$ cat config.mk
export PLATFORM = sky130hd
export DESIGN_NAME = cdt_seq
export DESIGN_NICKNAME = d
export VERILOG_FILES = /design/src/rtl/cdt_pkg.sv /design/src/rtl/cdt_seq.sv
export SDC_FILE = /design/constraint.sdc
export NUM_CORES = 1
export LEC_CHECK = 0
export BUFFER_PORTS_ARGS = -buffer_cell sky130_fd_sc_hd__buf_2
export CORE_ASPECT_RATIO = 1.75
export CORE_MARGIN = 2
export CORE_UTILIZATION = 32
export CTS_CLUSTER_DIAMETER = 50
export DETAILED_ROUTE_END_ITERATION = 8
export PLACE_DENSITY_LB_ADDON = 0.1
export SLEW_MARGIN = 40
export SYNTH_ARGS = -nofsm -noshare
export SYNTH_HDL_FRONTEND = slang
export SYNTH_SLANG_ARGS = --single-unit
$ cat constraint.sdc
create_clock -name clk -period 7.4 [get_ports clk]
set_input_delay 0.74 -clock clk [delete_from_list [all_inputs] [get_ports clk]]
set_output_delay 0.74 -clock clk [all_outputs]
set_load 0.05 [all_outputs]
$ cat src/rtl/cdt_pkg.sv
// Package for the capability derivation table: payload structs, row layout,
// memory request bundle, operation and status codes, default table sizes.
// No dependencies.
package cdt_pkg;

    localparam int DEF_PROCESS_COUNT     = 8;
    localparam int DEF_SLOTS_PER_PROCESS = 32;
    localparam int MAX_ROWS              = 256;

    localparam logic [2:0] OP_READ   = 3'd0;
    localparam logic [2:0] OP_MOVE   = 3'd1;
    localparam logic [2:0] OP_DELETE = 3'd2;
    localparam logic [2:0] OP_INSERT = 3'd3;
    localparam logic [2:0] OP_UPDATE = 3'd4;
    localparam logic [2:0] OP_SEED   = 3'd5;

    localparam logic [1:0] ST_OK       = 2'd0;
    localparam logic [1:0] ST_EMPTY    = 2'd1;
    localparam logic [1:0] ST_OCCUPIED = 2'd2;
    localparam logic [1:0] ST_NULL_UPD = 2'd3;

    typedef struct packed {
        logic [2:0]  operation;
        logic [7:0]  first_index;
        logic [7:0]  second_index;
        logic [63:0] cap_word;
    } cdt_in_t;

    typedef struct packed {
        logic [63:0] stored_word;
        logic [7:0]  slot_depth;
        logic [7:0]  next_slot;
        logic        slot_is_null;
        logic [1:0]  status;
    } cdt_out_t;

    typedef struct packed {
        logic [63:0] word;
        logic [7:0]  depth;
        logic [7:0]  link_prev;
        logic [7:0]  link_next;
    } row_t;

    typedef struct packed {
        logic       we;
        logic [7:0] waddr;
        logic [7:0] raddr;
        row_t       wdata;
    } mem_req_t;

endpackage

$ cat src/rtl/cdt_seq.sv
// Operation sequencer: checks slots and walks the link updates as a chain of
// read-modify-write steps on the row memory, one row per cycle.
// Depends on cdt_pkg.
module cdt_seq #(
    parameter int PROCESS_COUNT     = cdt_pkg::DEF_PROCESS_COUNT,
    parameter int SLOTS_PER_PROCESS = cdt_pkg::DEF_SLOTS_PER_PROCESS
) (
    input  logic              clk,
    input  logic              rst_n,
    input  logic              in_valid,
    output logic              in_ready,
    input  cdt_pkg::cdt_in_t  in_data,
    input  logic [8:0]        ring_length,
    output cdt_pkg::mem_req_t mem_req,
    input  cdt_pkg::row_t     row,
    output logic              res_valid,
    input  logic              res_ready,
    output cdt_pkg::cdt_out_t res
);
    import cdt_pkg::*;

    localparam int TABLE_SLOTS = PROCESS_COUNT * SLOTS_PER_PROCESS;
    localparam int RING_CAP    = (TABLE_SLOTS < MAX_ROWS) ? TABLE_SLOTS : MAX_ROWS;

    localparam logic [2:0] S_IDLE = 3'd0;
    localparam logic [2:0] S_CHKA = 3'd1;
    localparam logic [2:0] S_CHKB = 3'd2;
    localparam logic [2:0] S_L1   = 3'd3;
    localparam logic [2:0] S_L2   = 3'd4;
    localparam logic [2:0] S_L3   = 3'd5;
    localparam logic [2:0] S_RES  = 3'd6;

    logic [2:0]  state_reg, state_next;
    logic [2:0]  op_reg, op_next;
    logic [7:0]  a_reg, a_next;
    logic [7:0]  b_reg, b_next;
    logic [63:0] w_reg, w_next;
    logic [7:0]  p_reg, p_next;
    logic [7:0]  n_reg, n_next;
    logic [7:0]  d_reg, d_next;
    cdt_out_t    res_reg, res_next;

    logic        a_in_table;
    logic        b_in_table;
    logic        a_null;
    logic [8:0]  ring_eff;
    logic [7:0]  seed_prev;
    logic [7:0]  seed_next;
    logic [7:0]  depth_inc;
    row_t        mod_row;

    assign a_in_table = {24'd0, a_reg} < 32'(TABLE_SLOTS);
    assign b_in_table = {24'd0, b_reg} < 32'(TABLE_SLOTS);
    assign a_null     = !a_in_table || (row.word == 64'd0);

    always_comb
    begin
        if (ring_length == 9'd0)
        begin
            ring_eff = 9'd1;
        end
        else if (ring_length > 9'(RING_CAP))
        begin
            ring_eff = 9'(RING_CAP);
        end
        else
        begin
            ring_eff = ring_length;
        end
    end

    assign seed_prev = (b_reg == 8'd0) ? 8'(ring_eff - 9'd1) : b_reg - 8'd1;
    assign seed_next = ({1'b0, b_reg} == ring_eff - 9'd1) ? 8'd0 : b_reg + 8'd1;
    assign depth_inc = (d_reg == 8'hFF) ? d_reg : d_reg + 8'd1;

    always_comb
    begin
        state_next = state_reg;
        op_next    = op_reg;
        a_next     = a_reg;
        b_next     = b_reg;
        w_next     = w_reg;
        p_next     = p_reg;
        n_next     = n_reg;
        d_next     = d_reg;
        res_next   = res_reg;
        mod_row    = row;
        in_ready   = 1'b0;
        res_valid  = 1'b0;
        mem_req    = '0;

        case (state_reg)
            S_IDLE:
            begin
                in_ready      = 1'b1;
                mem_req.raddr = (in_data.operation == OP_SEED) ? in_data.second_index
                                                               : in_data.first_index;
                if (in_valid)
                begin
                    op_next    = in_data.operation;
                    a_next     = in_data.first_index;
                    b_next     = in_data.second_index;
                    w_next     = in_data.cap_word;
                    res_next   = '0;
                    state_next = S_CHKA;
                end
            end
            S_CHKA:
            begin
                state_next = S_RES;
                case (op_reg)
                    OP_READ:
                    begin
                        if (a_in_table)
                        begin
                            res_next.stored_word = row.word;
                            res_next.slot_depth  = row.depth;
                            res_next.next_slot   = row.link_next;
                        end
                        res_next.slot_is_null = a_null;
                    end
                    OP_UPDATE:
                    begin
                        if (a_null)
                        begin
                            res_next.status = ST_EMPTY;
                        end
                        else if (w_reg == 64'd0)
                        begin
                            res_next.status = ST_NULL_UPD;
                        end
                        else
                        begin
                            mod_row.word  = w_reg;
                            mem_req.we    = 1'b1;
                            mem_req.waddr = a_reg;
                            mem_req.wdata = mod_row;
                        end
                    end
                    OP_SEED:
                    begin
                        if ({1'b0, b_reg} < ring_eff)
                        begin
                            mod_row.word      = w_reg;
                            mod_row.link_prev = seed_prev;
                            mod_row.link_next = seed_next;
                            mem_req.we        = 1'b1;
                            mem_req.waddr     = b_reg;
                            mem_req.wdata     = mod_row;
                        end
                    end
                    OP_DELETE:
                    begin
                        if (a_null)
                        begin
                            res_next.status = ST_EMPTY;
                        end
                        else
                        begin
                            p_next        = row.link_prev;
                            n_next        = row.link_next;
                            mem_req.raddr = row.link_prev;
                            state_next    = S_L1;
                        end
                    end
                    OP_MOVE, OP_INSERT:
                    begin
                        if (a_null)
                        begin
                            res_next.status = ST_EMPTY;
                        end
                        else
                        begin
                            p_next        = row.link_prev;
                            n_next        = row.link_next;
                            d_next        = row.depth;
                            mem_req.raddr = b_reg;
                            state_next    = S_CHKB;
                        end
                    end
                    default:
                    begin
                        state_next = S_RES;
                    end
                endcase
            end
            S_CHKB:
            begin
                if (!b_in_table || row.word != 64'd0)
                begin
                    res_next.status = ST_OCCUPIED;
                    state_next      = S_RES;
                end
                else if (op_reg == OP_MOVE)
                begin
                    mem_req.we              = 1'b1;
                    mem_req.waddr           = b_reg;
                    mem_req.wdata.word      = w_reg;
                    mem_req.wdata.depth     = d_reg;
                    mem_req.wdata.link_prev = p_reg;
                    mem_req.wdata.link_next = n_reg;
                    mem_req.raddr           = p_reg;
                    state_next              = S_L1;
                end
                else
                begin
                    mem_req.raddr = a_reg;
                    state_next    = S_L1;
                end
            end
            S_L1:
            begin
                mod_row.link_next = (op_reg == OP_DELETE) ? n_reg : b_reg;
                mem_req.we        = 1'b1;
                mem_req.waddr     = (op_reg == OP_INSERT) ? a_reg : p_reg;
                mem_req.wdata     = mod_row;
                mem_req.raddr     = n_reg;
                state_next        = S_L2;
            end
            S_L2:
            begin
                mod_row.link_prev = (op_reg == OP_DELETE) ? p_reg : b_reg;
                mem_req.we        = 1'b1;
                mem_req.waddr     = n_reg;
                mem_req.wdata     = mod_row;
                mem_req.raddr     = a_reg;
                state_next        = S_L3;
            end
            S_L3:
            begin
                mem_req.we = 1'b1;
                if (op_reg == OP_INSERT)
                begin
                    mem_req.waddr           = b_reg;
                    mem_req.wdata.word      = w_reg;
                    mem_req.wdata.depth     = depth_inc;
                    mem_req.wdata.link_prev = a_reg;
                    mem_req.wdata.link_next = n_reg;
                end
                else
                begin
                    mod_row.word  = 64'd0;
                    mem_req.waddr = a_reg;
                    mem_req.wdata = mod_row;
                end
                state_next = S_RES;
            end
            S_RES:
            begin
                res_valid = 1'b1;
                if (res_ready)
                begin
                    state_next = S_IDLE;
                end
            end
            default:
            begin
                state_next = S_IDLE;
            end
        endcase
    end

    always_ff @(posedge clk or negedge rst_n)
    begin
        if (!rst_n)
        begin
            state_reg <= S_IDLE;
        end
        else
        begin
            state_reg <= state_next;
        end
    end

    always_ff @(posedge clk)
    begin
        op_reg  <= op_next;
        a_reg   <= a_next;
        b_reg   <= b_next;
        w_reg   <= w_next;
        p_reg   <= p_next;
        n_reg   <= n_next;
        d_reg   <= d_next;
        res_reg <= res_next;
    end

    assign res = res_reg;

    a_no_write_when_waiting: assert property (@(posedge clk) disable iff (!rst_n)
        (state_reg == S_IDLE || state_reg == S_RES) |-> !mem_req.we)
        else $error("table written outside an operation");

    a_accept_starts_check: assert property (@(posedge clk) disable iff (!rst_n)
        (in_valid && in_ready) |=> state_reg == S_CHKA)
        else $error("accepted transaction did not start with the slot check");

    a_link_chain_order: assert property (@(posedge clk) disable iff (!rst_n)
        state_reg == S_L1 |=> state_reg == S_L2 ##1 state_reg == S_L3 ##1 state_reg == S_RES)
        else $error("link update chain broken");

endmodule

# Yosys cells after proc, flatten, opt, wreduce, memory -nomap -nowiden
# Index checks and enable logic that the tools add are counted.
# op_classes
n_eq_ne,21
order_cmp,2
n_reduce_logical,17
addsub,4
bitwise_logic,1
n_mux,47
# op_table
op,count
88-bit two-way mux,5
88-bit one-hot mux with 5 select lines,1
88-bit one-hot mux with 2 select lines,1
81-bit one-hot mux with 2 select lines,1
64-bit logical NOT,2
105-bit two-way mux,1
8-bit two-way mux,11
83-bit two-way mux,1
81-bit two-way mux,1
64-bit nonzero test,1
9-bit two-way mux,6
9-bit one-hot mux with 5 select lines,1
8-bit one-hot mux with 5 select lines,1
3-bit one-hot mux with 7 select lines,1
3-bit equality test (second input constant),6
9-bit one-hot mux with 2 select lines,1
8-bit by 1-bit adder with 8-bit output (second input constant),2
8-bit one-hot mux with 2 select lines,1
3-bit two-way mux,5
3-bit by 2-bit equality test with 1-bit output (second input constant),4
8-bit by 9-bit equality test with 1-bit output,1
9-bit greater-than comparator (second input constant),1
9-bit logical NOT,1
8-bit by 9-bit less-than comparator with 1-bit output,1
other kinds (24),35
# word_totals
regBits,193
word_cells,105
output_inout_bits,190
input_bits,184

# Depth between registers and ports, before layout
# Gate-level depths: netlist of run 1.
# logic_depth
ltp_word,9
depth_mapped,14
mapped_depth_nobuf,11

# Least setup slack after synthesis of run 1
# Ideal clock, no wire load.
# synth_path
path_type,register to register
start,register state_reg[1]
end,"register res_reg, in the netlist res[10], enable pin"
arrival_time_ps,5072
required_time_ps,6962
path_buffers,1
synth_period_minus_slack_ps,5510
path_stages_with_launch,7
setup_slack_ps,1890
setup_ps,438
cell_sequence,dfrtp_1 clkbuf_1 inv_1 nand3_1 inv_1 and2_1 a21o_1
# synth_between
elab_chain_cells,3
word_cells_on_any_way,6
cone_classes,eq/ne (3); reduce/logical (3)
# synth_lines
item,line_no,rtl
start: declaration,cdt_seq.sv:33,"logic [2:0] state_reg, state_next;"
start signal: assignment,cdt_seq.sv:271,state_reg <= state_next;
3-bit by 1-bit equality test with 1-bit output / 3-bit logical NOT (equally long branches),cdt_seq.sv:92,case (state_reg)
"2-bit by 1-bit != test with 1-bit output (no source line), or another cell as far along",-,
3-bit AND reduction (no source line) (*),-,
end signal: assignment,cdt_seq.sv:284,res_reg <= res_next;
end: declaration,cdt_seq.sv:41,"cdt_out_t res_reg, res_next;"
# Mark *: on every way between the ends. The rest lies on a longest branch, timed or not.
# A chain may end at the register's enable or synchronous reset.

==> results by group, run 1 <==
Timing
  – Worst Tran Pin Value: 877 ps
  – Minimum clock period: 4950 ps
  – Worst Clk Skew: 9.44 ps
  – Final Max Tran Viols: 0
  – RSZ-0062 raised after global routing: false
  – Crit share post-route: 66.8%
  – Final setup violating endpoints: 0
  – Slew HR: 41.0%
  – Final hold vios: 0
  – Final TNS setup: 0 ps
  – Peak Freq: 202 MHz

Logic synthesis
  – Area contributors post-synth: edfxtp_1 (56%), a22o_1 (5.7%), and2_1 (5.1%), nor4_1 (2.4%), a221o_1 (2.1%)
  – Syn Area/Cell: 11.8 um2
  – Synth unique cells: 68
  – Top cell type's share of synthesized area: 55.7%
  – Largest area contributor in the netlist: edfxtp_1
  – Syn nets: 1,070
  – Syn Inst Count: 871
  – Top FF cell, synth: edfxtp_1
  – Post-synth EDFFs: 190
  – #FFs+latches synth: 193
  – Post-synthesis sequential area ratio: 56.4%
  – Mapped Area: 10,200 um2
  – Ys async rst share: 1.55%
  – Yosys warns: 0

Global routing
  – Tot GR Track Use: 24.4%
  – Initial antenna violation count: 2
  – First-pass GRT wire length: 59,700 um
  – Largest net degree at the start of global routing: 83
  – Gr ovfl total: 0
  – Vias in the first global route: 9,048

Worst setup path
  – Crit end category: output port
  – Worst EP arrival: 4210 ps
  – Setup crit start kind: primary input
  – Crit Path Max Fanout: 12
  – Req. time, crit path: 6660 ps
  – Setup CP Type: in2out

Clocking
  – Total CTS buffers: 17
  – Worst skew pair latency: 450 ps
  – Cts repair resizes: 0
  – Sink Count: 193
  – CTS tree: done
  – Clock transition at path regs: 70 ps
  – CTS H-tree depth: 4
  – Postcts setup bufs: 0
  – Hold buffer count at cts: 0
  – Clock Tree Buf Depth: 2
  – CTS root buf: clkbuf_16

Die
  – CORE AREA: 31,500 um2
  – Rows: 86
  – Die ar.: 33,500 um2
  – Die height: 241 um
  – Initial Util: 32.5%
  – Die Wd: 139 um
  – I/O Pins: 374

Power
  – Peak supply drop: 0.236 mV
  – Leak: 5.29 nW
  – Total power: 0.00565 W
  – Pwr per Cell Area: 427 nW/um2

Detailed routing
  – Pre-Repair DR Iteration Count: 5
  – Avg Vias per Cell: 5.55
  – DRT iter0 DRCs: 784
  – Routed wire per std cell: 25.8 um
  – DRC viols: 0
  – DR vias: 9,053
  – ANT nets after route: 0
  – Routed WL: 42,000 um

Placement
  – Hpwl dp: 32,600 um
  – Dpl cell area: 12,600 um2
  – Port buffer count: 373
  – GP Congestion: 0.947

Layout
  – Share of cells above drive strength 1: 36.5%
  – Area Growth Syn to Fin: 29.0%
  – Final instance area: 13,200 um2
  – Max reg flops: 83
  – Fillers: 3,119
  – Fin nets: 1,419

Run status
  – Status: finished clean

Hold path
  – HP Class: in2async

Flow run
  – Max Cap Viol: 0
## final timing paths
check	endpoint	from	cells after the start	slack [ps]
max in group asynchronous	state_reg[0]$_DFFE_PN0P_	rst_n	1	7210
max	mem_req[5]	ring_length[2]	12	2450
min	state_reg[2]$_DFFE_PN0P_	rst_n	1	80
max reg2reg	res[5]$_SDFFCE_PN0P_	state_reg[2]$_DFFE_PN0P_	5	4010
min in group clk	w_reg[49]$_DFFE_PP_	in_data[49]	1	460
min reg2reg	state_reg[1]$_DFFE_PN0P_	state_reg[0]$_DFFE_PN0P_	2	800
## synthesized netlist by cell type (8+ instances only)
library cell,n
a21oi_1,30
a221o_1,21
a222oi_1,13
a22o_1,67
and2_1,84
buf_2,20
clkbuf_1,37
edfxtp_1,190
ha_1,15
inv_1,15
mux2i_1,12
nand2_1,54
nand2b_1,8
nand3_1,15
nand4_1,10
nor2_1,49
nor3_1,16
nor4_1,40
o211ai_1,16
o21ai_0,24
xnor2_1,10
## logic make-up after synthesis
family	Yosys count	share of synthesized area, %
muxes	12	1.17
adders and majority gates	15	1.83
DFF	193	56.4
and+or+nand+nor	320	17.5
buffers and inverters	76	3.10
AOI/OAI and AO/OA	238	18.5
xor gates and xnor gates	17	1.45
## layer usage
metal	track usage [%]	wire length (um)	up-vias
met4	10.4	1650	0
met1	24.8	14500	4433
met5	0	0	-
met3	5.12	2460	68
met2	47.6	23400	412
li1	-	-	4140
## critical path, cell delays in order
cell,delay (ps)
buf_2,170
nor4_1,470
a21oi_1,110
or2_2,310
ha_1,350
nor3b_1,210
o211ai_1,230
xor2_1,90
or4_1,590
o31ai_4,440
o211ai_1,220
buf_2,250
## final cells by class
type / count / area (um2) / area share, %
clock inverter: 15 / 173 / 1.31
tap: 396 / 495 / 3.75
inverter: 16 / 60.1 / 0.454
multi-input combinational: 602 / 4260 / 32.2
antenna: 2 / 5.00 / 0.0379
sequential: 193 / 5780 / 43.7
clock buffer: 17 / 425 / 3.22
timing repair buffer: 390 / 2020 / 15.3
## layout by cell type, fill, tap and decap left out, types with 5 or more instances in the layout
cell type / n
inv_1: 15
nor3_1: 13
a221o_1: 21
and2_1: 82
buf_4: 14
xor2_1: 7
xnor2_1: 10
a211o_1: 7
a21oi_1: 30
nor4_1: 37
a22oi_1: 6
or4_1: 6
edfxtp_1: 190
o211ai_1: 16
a221oi_1: 7
mux2i_1: 12
and3_1: 7
inv_6: 5
nand4_1: 10
a22o_1: 67
a222oi_1: 13
nand3_1: 15
nand2_1: 54
nor2_1: 47
nand2b_1: 8
ha_1: 15
o22ai_1: 5
o21ai_0: 23
clkbuf_16: 17
buf_2: 373
## where the power goes
group	total [W]	switching, W	leakage, nW	internal [W]
registers	0.00172	0.000176	1.78	0.00154
logic	0.00297	0.00228	3.22	0.000687
clock network	0.000959	0.000451	0.287	0.000508
total	0.00565	0.00291	5.29	0.00273
## per-stage QoR
| stage | std cells | utilization (%) | setup slack (ps) | hold slack [ps] |
|---|---|---|---|---|
| floorplan | 871 | - | 1890 | 444 |
| finish | 1631 | 41.9 | 2450 | 80.6 |
| detailed placement | 1597 | 40.0 | 2450 | 546 |
| global placement | 1594 | 39.7 | 2410 | 542 |
| CTS | 1629 | 41.9 | 2450 | 53.7 |
| global route | 1630 | 41.9 | 2210 | 49.8 |
Power figures use the tool's default switching activity.
==> run 2, diff against run 1 <==
Clock period 7.4 ns to 5.03 ns, I/O delays scaled along.
==> run 2 against run 1 <==
- clock power up 47%
- register-to-register slack lost 2300 ps
- sequential power up 46%
- power increased by 48%
- first-iteration DRC count is 29% lower
- critical path depth did not move
- wire length grew 2.5%
- hold slack improved by 140 ps
- non-clock buffer count grew 12
- sequential share of layout area fell by 0.22 points
- die area did not move
- critical endpoint is now mem_req[3]
- largest cell class unchanged
==> results by group, run 2 (same netlist as run 1, synthesis figures left out) <==
Layout
  – Share of cells above drive strength 1: 36.9% (was 36.5%)
  – Max reg flops: 83 (unchanged)
  – Fillers: 3,155 (was 3,119)
  – Commonest non-fill, non-tap cells in the layout: buf_2 (372), edfxtp_1 (190), and2_1 (82) (was buf_2 (373), edfxtp_1 (190), and2_1 (82))
  – Area Growth Syn to Fin: 29.7% (was 29.0%)
  – Layout Utilization: 42.1% (was 41.9%)
  – Fin nets: 1,431 (was 1,419)
  – Commonest non-fill, non-tap cell in the layout: buf_2 (unchanged)

Detailed routing
  – DRT iter0 DRCs: 560 (was 784)
  – Routed WL: 43,100 um (was 42,000 um)
  – Avg Vias per Cell: 5.62 (was 5.55)
  – ANT nets after route: 0 (unchanged)
  – DRC viols: 0 (unchanged)
  – DR vias: 9,236 (was 9,053)
  – Pre-Repair DR Iteration Count: 7 (was 5)
  – Routed wire per std cell: 26.2 um (was 25.8 um)

Worst setup path
  – Crit Path Max Fanout: 12 (unchanged)
  – Levels on crit path: 12 (unchanged)
  – Crit end category: output port (unchanged)
  – Slowest CP cell: or4_1 (unchanged)
  – Setup crit start kind: primary input (unchanged)
  – Worst EP arrival: 4020 ps (was 4210 ps)
  – Critical Path Start: ring_length[2] (unchanged)
  – Req. time, crit path: 4530 ps (was 6660 ps)
  – Buf/Inv on CP: 2 (unchanged)
  – Slowest Stage Delay on Critical Path: 590 ps (about the same)
  – CP delay by family, top: simple AND/OR/NAND/NOR gates (unchanged)
  – Reg-to-reg startpoint: state_reg[2]$_DFFE_PN0P_ (unchanged)
  – Crit path cell chain: buf_2, nor4_1, a21oi_1, or2_2, ha_1, nor3b_1, o211ai_1, xor2_1, or4_1, o31ai_4, o211ai_1, buf_2 (unchanged)
  – Setup CP Type: in2out (unchanged)
  – FF-to-FF path depth: 5 (unchanged)

Timing
  – Worst Clk Skew: 12.3 ps (was 9.44 ps)
  – Final TNS setup: 0 ps (unchanged)
  – Final setup violating endpoints: 0 (unchanged)
  – Slew HR: 43.4% (was 41.0%)
  – Worst setup margin: 503 ps (was 2450 ps)
  – Crit share post-route: 90.0%
  – Final Max Tran Viols: 0 (unchanged)
  – RSZ-0062 raised after global routing: false (unchanged)
  – Worst Tran Pin Value: 844 ps (was 877 ps)
  – Tightest hold margin: 217 ps (was 80.6 ps)
  – Peak Freq: 221 MHz
  – Minimum clock period: 4530 ps
  – Final hold vios: 0 (unchanged)

Clocking
  – Total CTS buffers: 17 (unchanged)
  – Clock transition at path regs: 80 ps (was 70 ps)
  – Sink Count: 193 (unchanged)
  – CTS tree: done (unchanged)
  – Worst skew pair latency: 460 ps (was 450 ps)
  – CTS root buf: clkbuf_16 (unchanged)
  – CTS H-tree depth: 4 (unchanged)
  – Cts repair resizes: 0 (unchanged)
  – Clock Tree Buf Depth: 2 (unchanged)

Placement
  – GP Congestion: 0.928 (was 0.947)
  – Hpwl dp: 33,600 um (was 32,600 um)
  – Pre-CTS setup slack: 537 ps (was 2450 ps)
  – Port buffer count: 373 (unchanged)

Die
  – Rows: 86 (unchanged)
  – Initial Util: 32.5% (unchanged)
  – Die height: 241 um (unchanged)
  – CORE AREA: 31,500 um2 (unchanged)
  – I/O Pins: 374 (unchanged)
  – Die Wd: 139 um (unchanged)
  – Die ar.: 33,500 um2 (unchanged)

Global routing
  – Largest net degree at the start of global routing: 83 (unchanged)
  – First-pass GRT wire length: 60,900 um (was 59,700 um)
  – Gr ovfl total: 0 (unchanged)
  – Initial antenna violation count: 4 (was 2)
  – Tot GR Track Use: 24.8% (was 24.4%)
  – Vias in the first global route: 9,263 (was 9,048)

Hold path
  – Worst hold start: in_data[23]
  – Hold depth: 1
  – HP Class: in2reg (was in2async)

Power
  – Power share of the sequential group: 30.0% (was 30.4%)
  – Clk pwr share: 16.8% (was 17.0%)
  – Net Sw Frac: 51.9% (was 51.6%)
  – Leak: 5.35 nW (was 5.29 nW)
  – Peak supply drop: 0.394 mV (was 0.236 mV)
  – Comb pwr share: 53.2% (was 52.6%)
  – NetSw: 0.00434 W (was 0.00291 W)
  – Cell-internal power: 0.00402 W (was 0.00273 W)
  – Pwr per Cell Area: 629 nW/um2 (was 427 nW/um2)

Flow run
  – Max Cap Viol: 0 (unchanged)

Run status
  – Status: finished clean (unchanged)
## run 2: changes by cell type in the layout (fill, tap and decap cells not counted), sizes merged
cell | previous run | this run
buf | 390 | 401
bufinv | 2 | 1
clkbuf | 17 | 18
clkinvlp | 2 | 1
diode | 2 | 3
dlygate4sd3 | 0 | 1
inv | 22 | 23
## run 2: what timing repair did
action,in CTS,in global routing
hold endpoints to repair,3,0
hold buffers,1,0
buffers inserted,0,0
## run 2: area by class of cell
| class | instances | area (um2) | area share (%) |
|---|---|---|---|
| clock buffers | 18 | 429 | 3.23 |
| clock inverters | 14 | 165 | 1.24 |
| inverters | 16 | 60.1 | 0.452 |
| flip-flops and latches | 193 | 5780 | 43.5 |
| repair buffers | 402 | 2130 | 16.0 |
| well taps | 396 | 495 | 3.73 |
| multi-input cells | 602 | 4220 | 31.8 |
| diodes | 3 | 7.51 | 0.0565 |
## run 2: final timing paths
| kind | endpoint | slack, ps |
|---|---|---|
| max in group asynchronous | state_reg[1]$_DFFE_PN0P_ | 4560 |
| setup reg to reg | res[36]$_SDFFCE_PN0P_ | 1730 |
| min in group asynchronous | state_reg[2]$_DFFE_PN0P_ | 370 |
| hold reg to reg | state_reg[1]$_DFFE_PN0P_ | 750 |
| hold / removal | w_reg[23]$_DFFE_PP_ | 220 |
| setup / recovery | mem_req[3] | 500 |
## run 2: stage by stage
| step | cells | total power [W] | area (um2) |
|---|---|---|---|
| after floorplan | 871 | 0.00568 | 10200 |
| after global placement | 1607 | 0.00698 | 12600 |
| after detailed placement | 1608 | 0.00699 | 12700 |
| after CTS | 1641 | 0.00841 | 13300 |
| after global routing | 1643 | 0.00867 | 13300 |
| final | 1644 | 0.00836 | 13300 |
## run 2: power groups by stage
stage,clock [W],sequential [W],combinational (W)
after floorplan,0,0.00312,0.00256
after global placement,0,0.00254,0.00445
after detailed placement,0,0.00254,0.00445
after CTS,0.00144,0.00250,0.00446
after global routing,0.00149,0.00254,0.00464
final,0.00141,0.00251,0.00445
## run 2: per-layer routing
layer / track usage (%) / share of wire, % / routed length [um] / up-vias
met1: 25.2 / 34 / 14500 / 4473
met4: 14.0 / 5.5 / 2390 / 0
met2: 47.2 / 54 / 23300 / 489
li1: - / - / - / 4168
met3: 4.70 / 6.7 / 2910 / 106
met5: 0 / 0 / 0 / -
## run 2: worst reg2reg max path, stage by stage, from the launching register on
cell,delay [ps]
dfrtp_1,580
or3b_1,620
inv_2,160
buf_4,600
a21o_4,670
buf_12,360
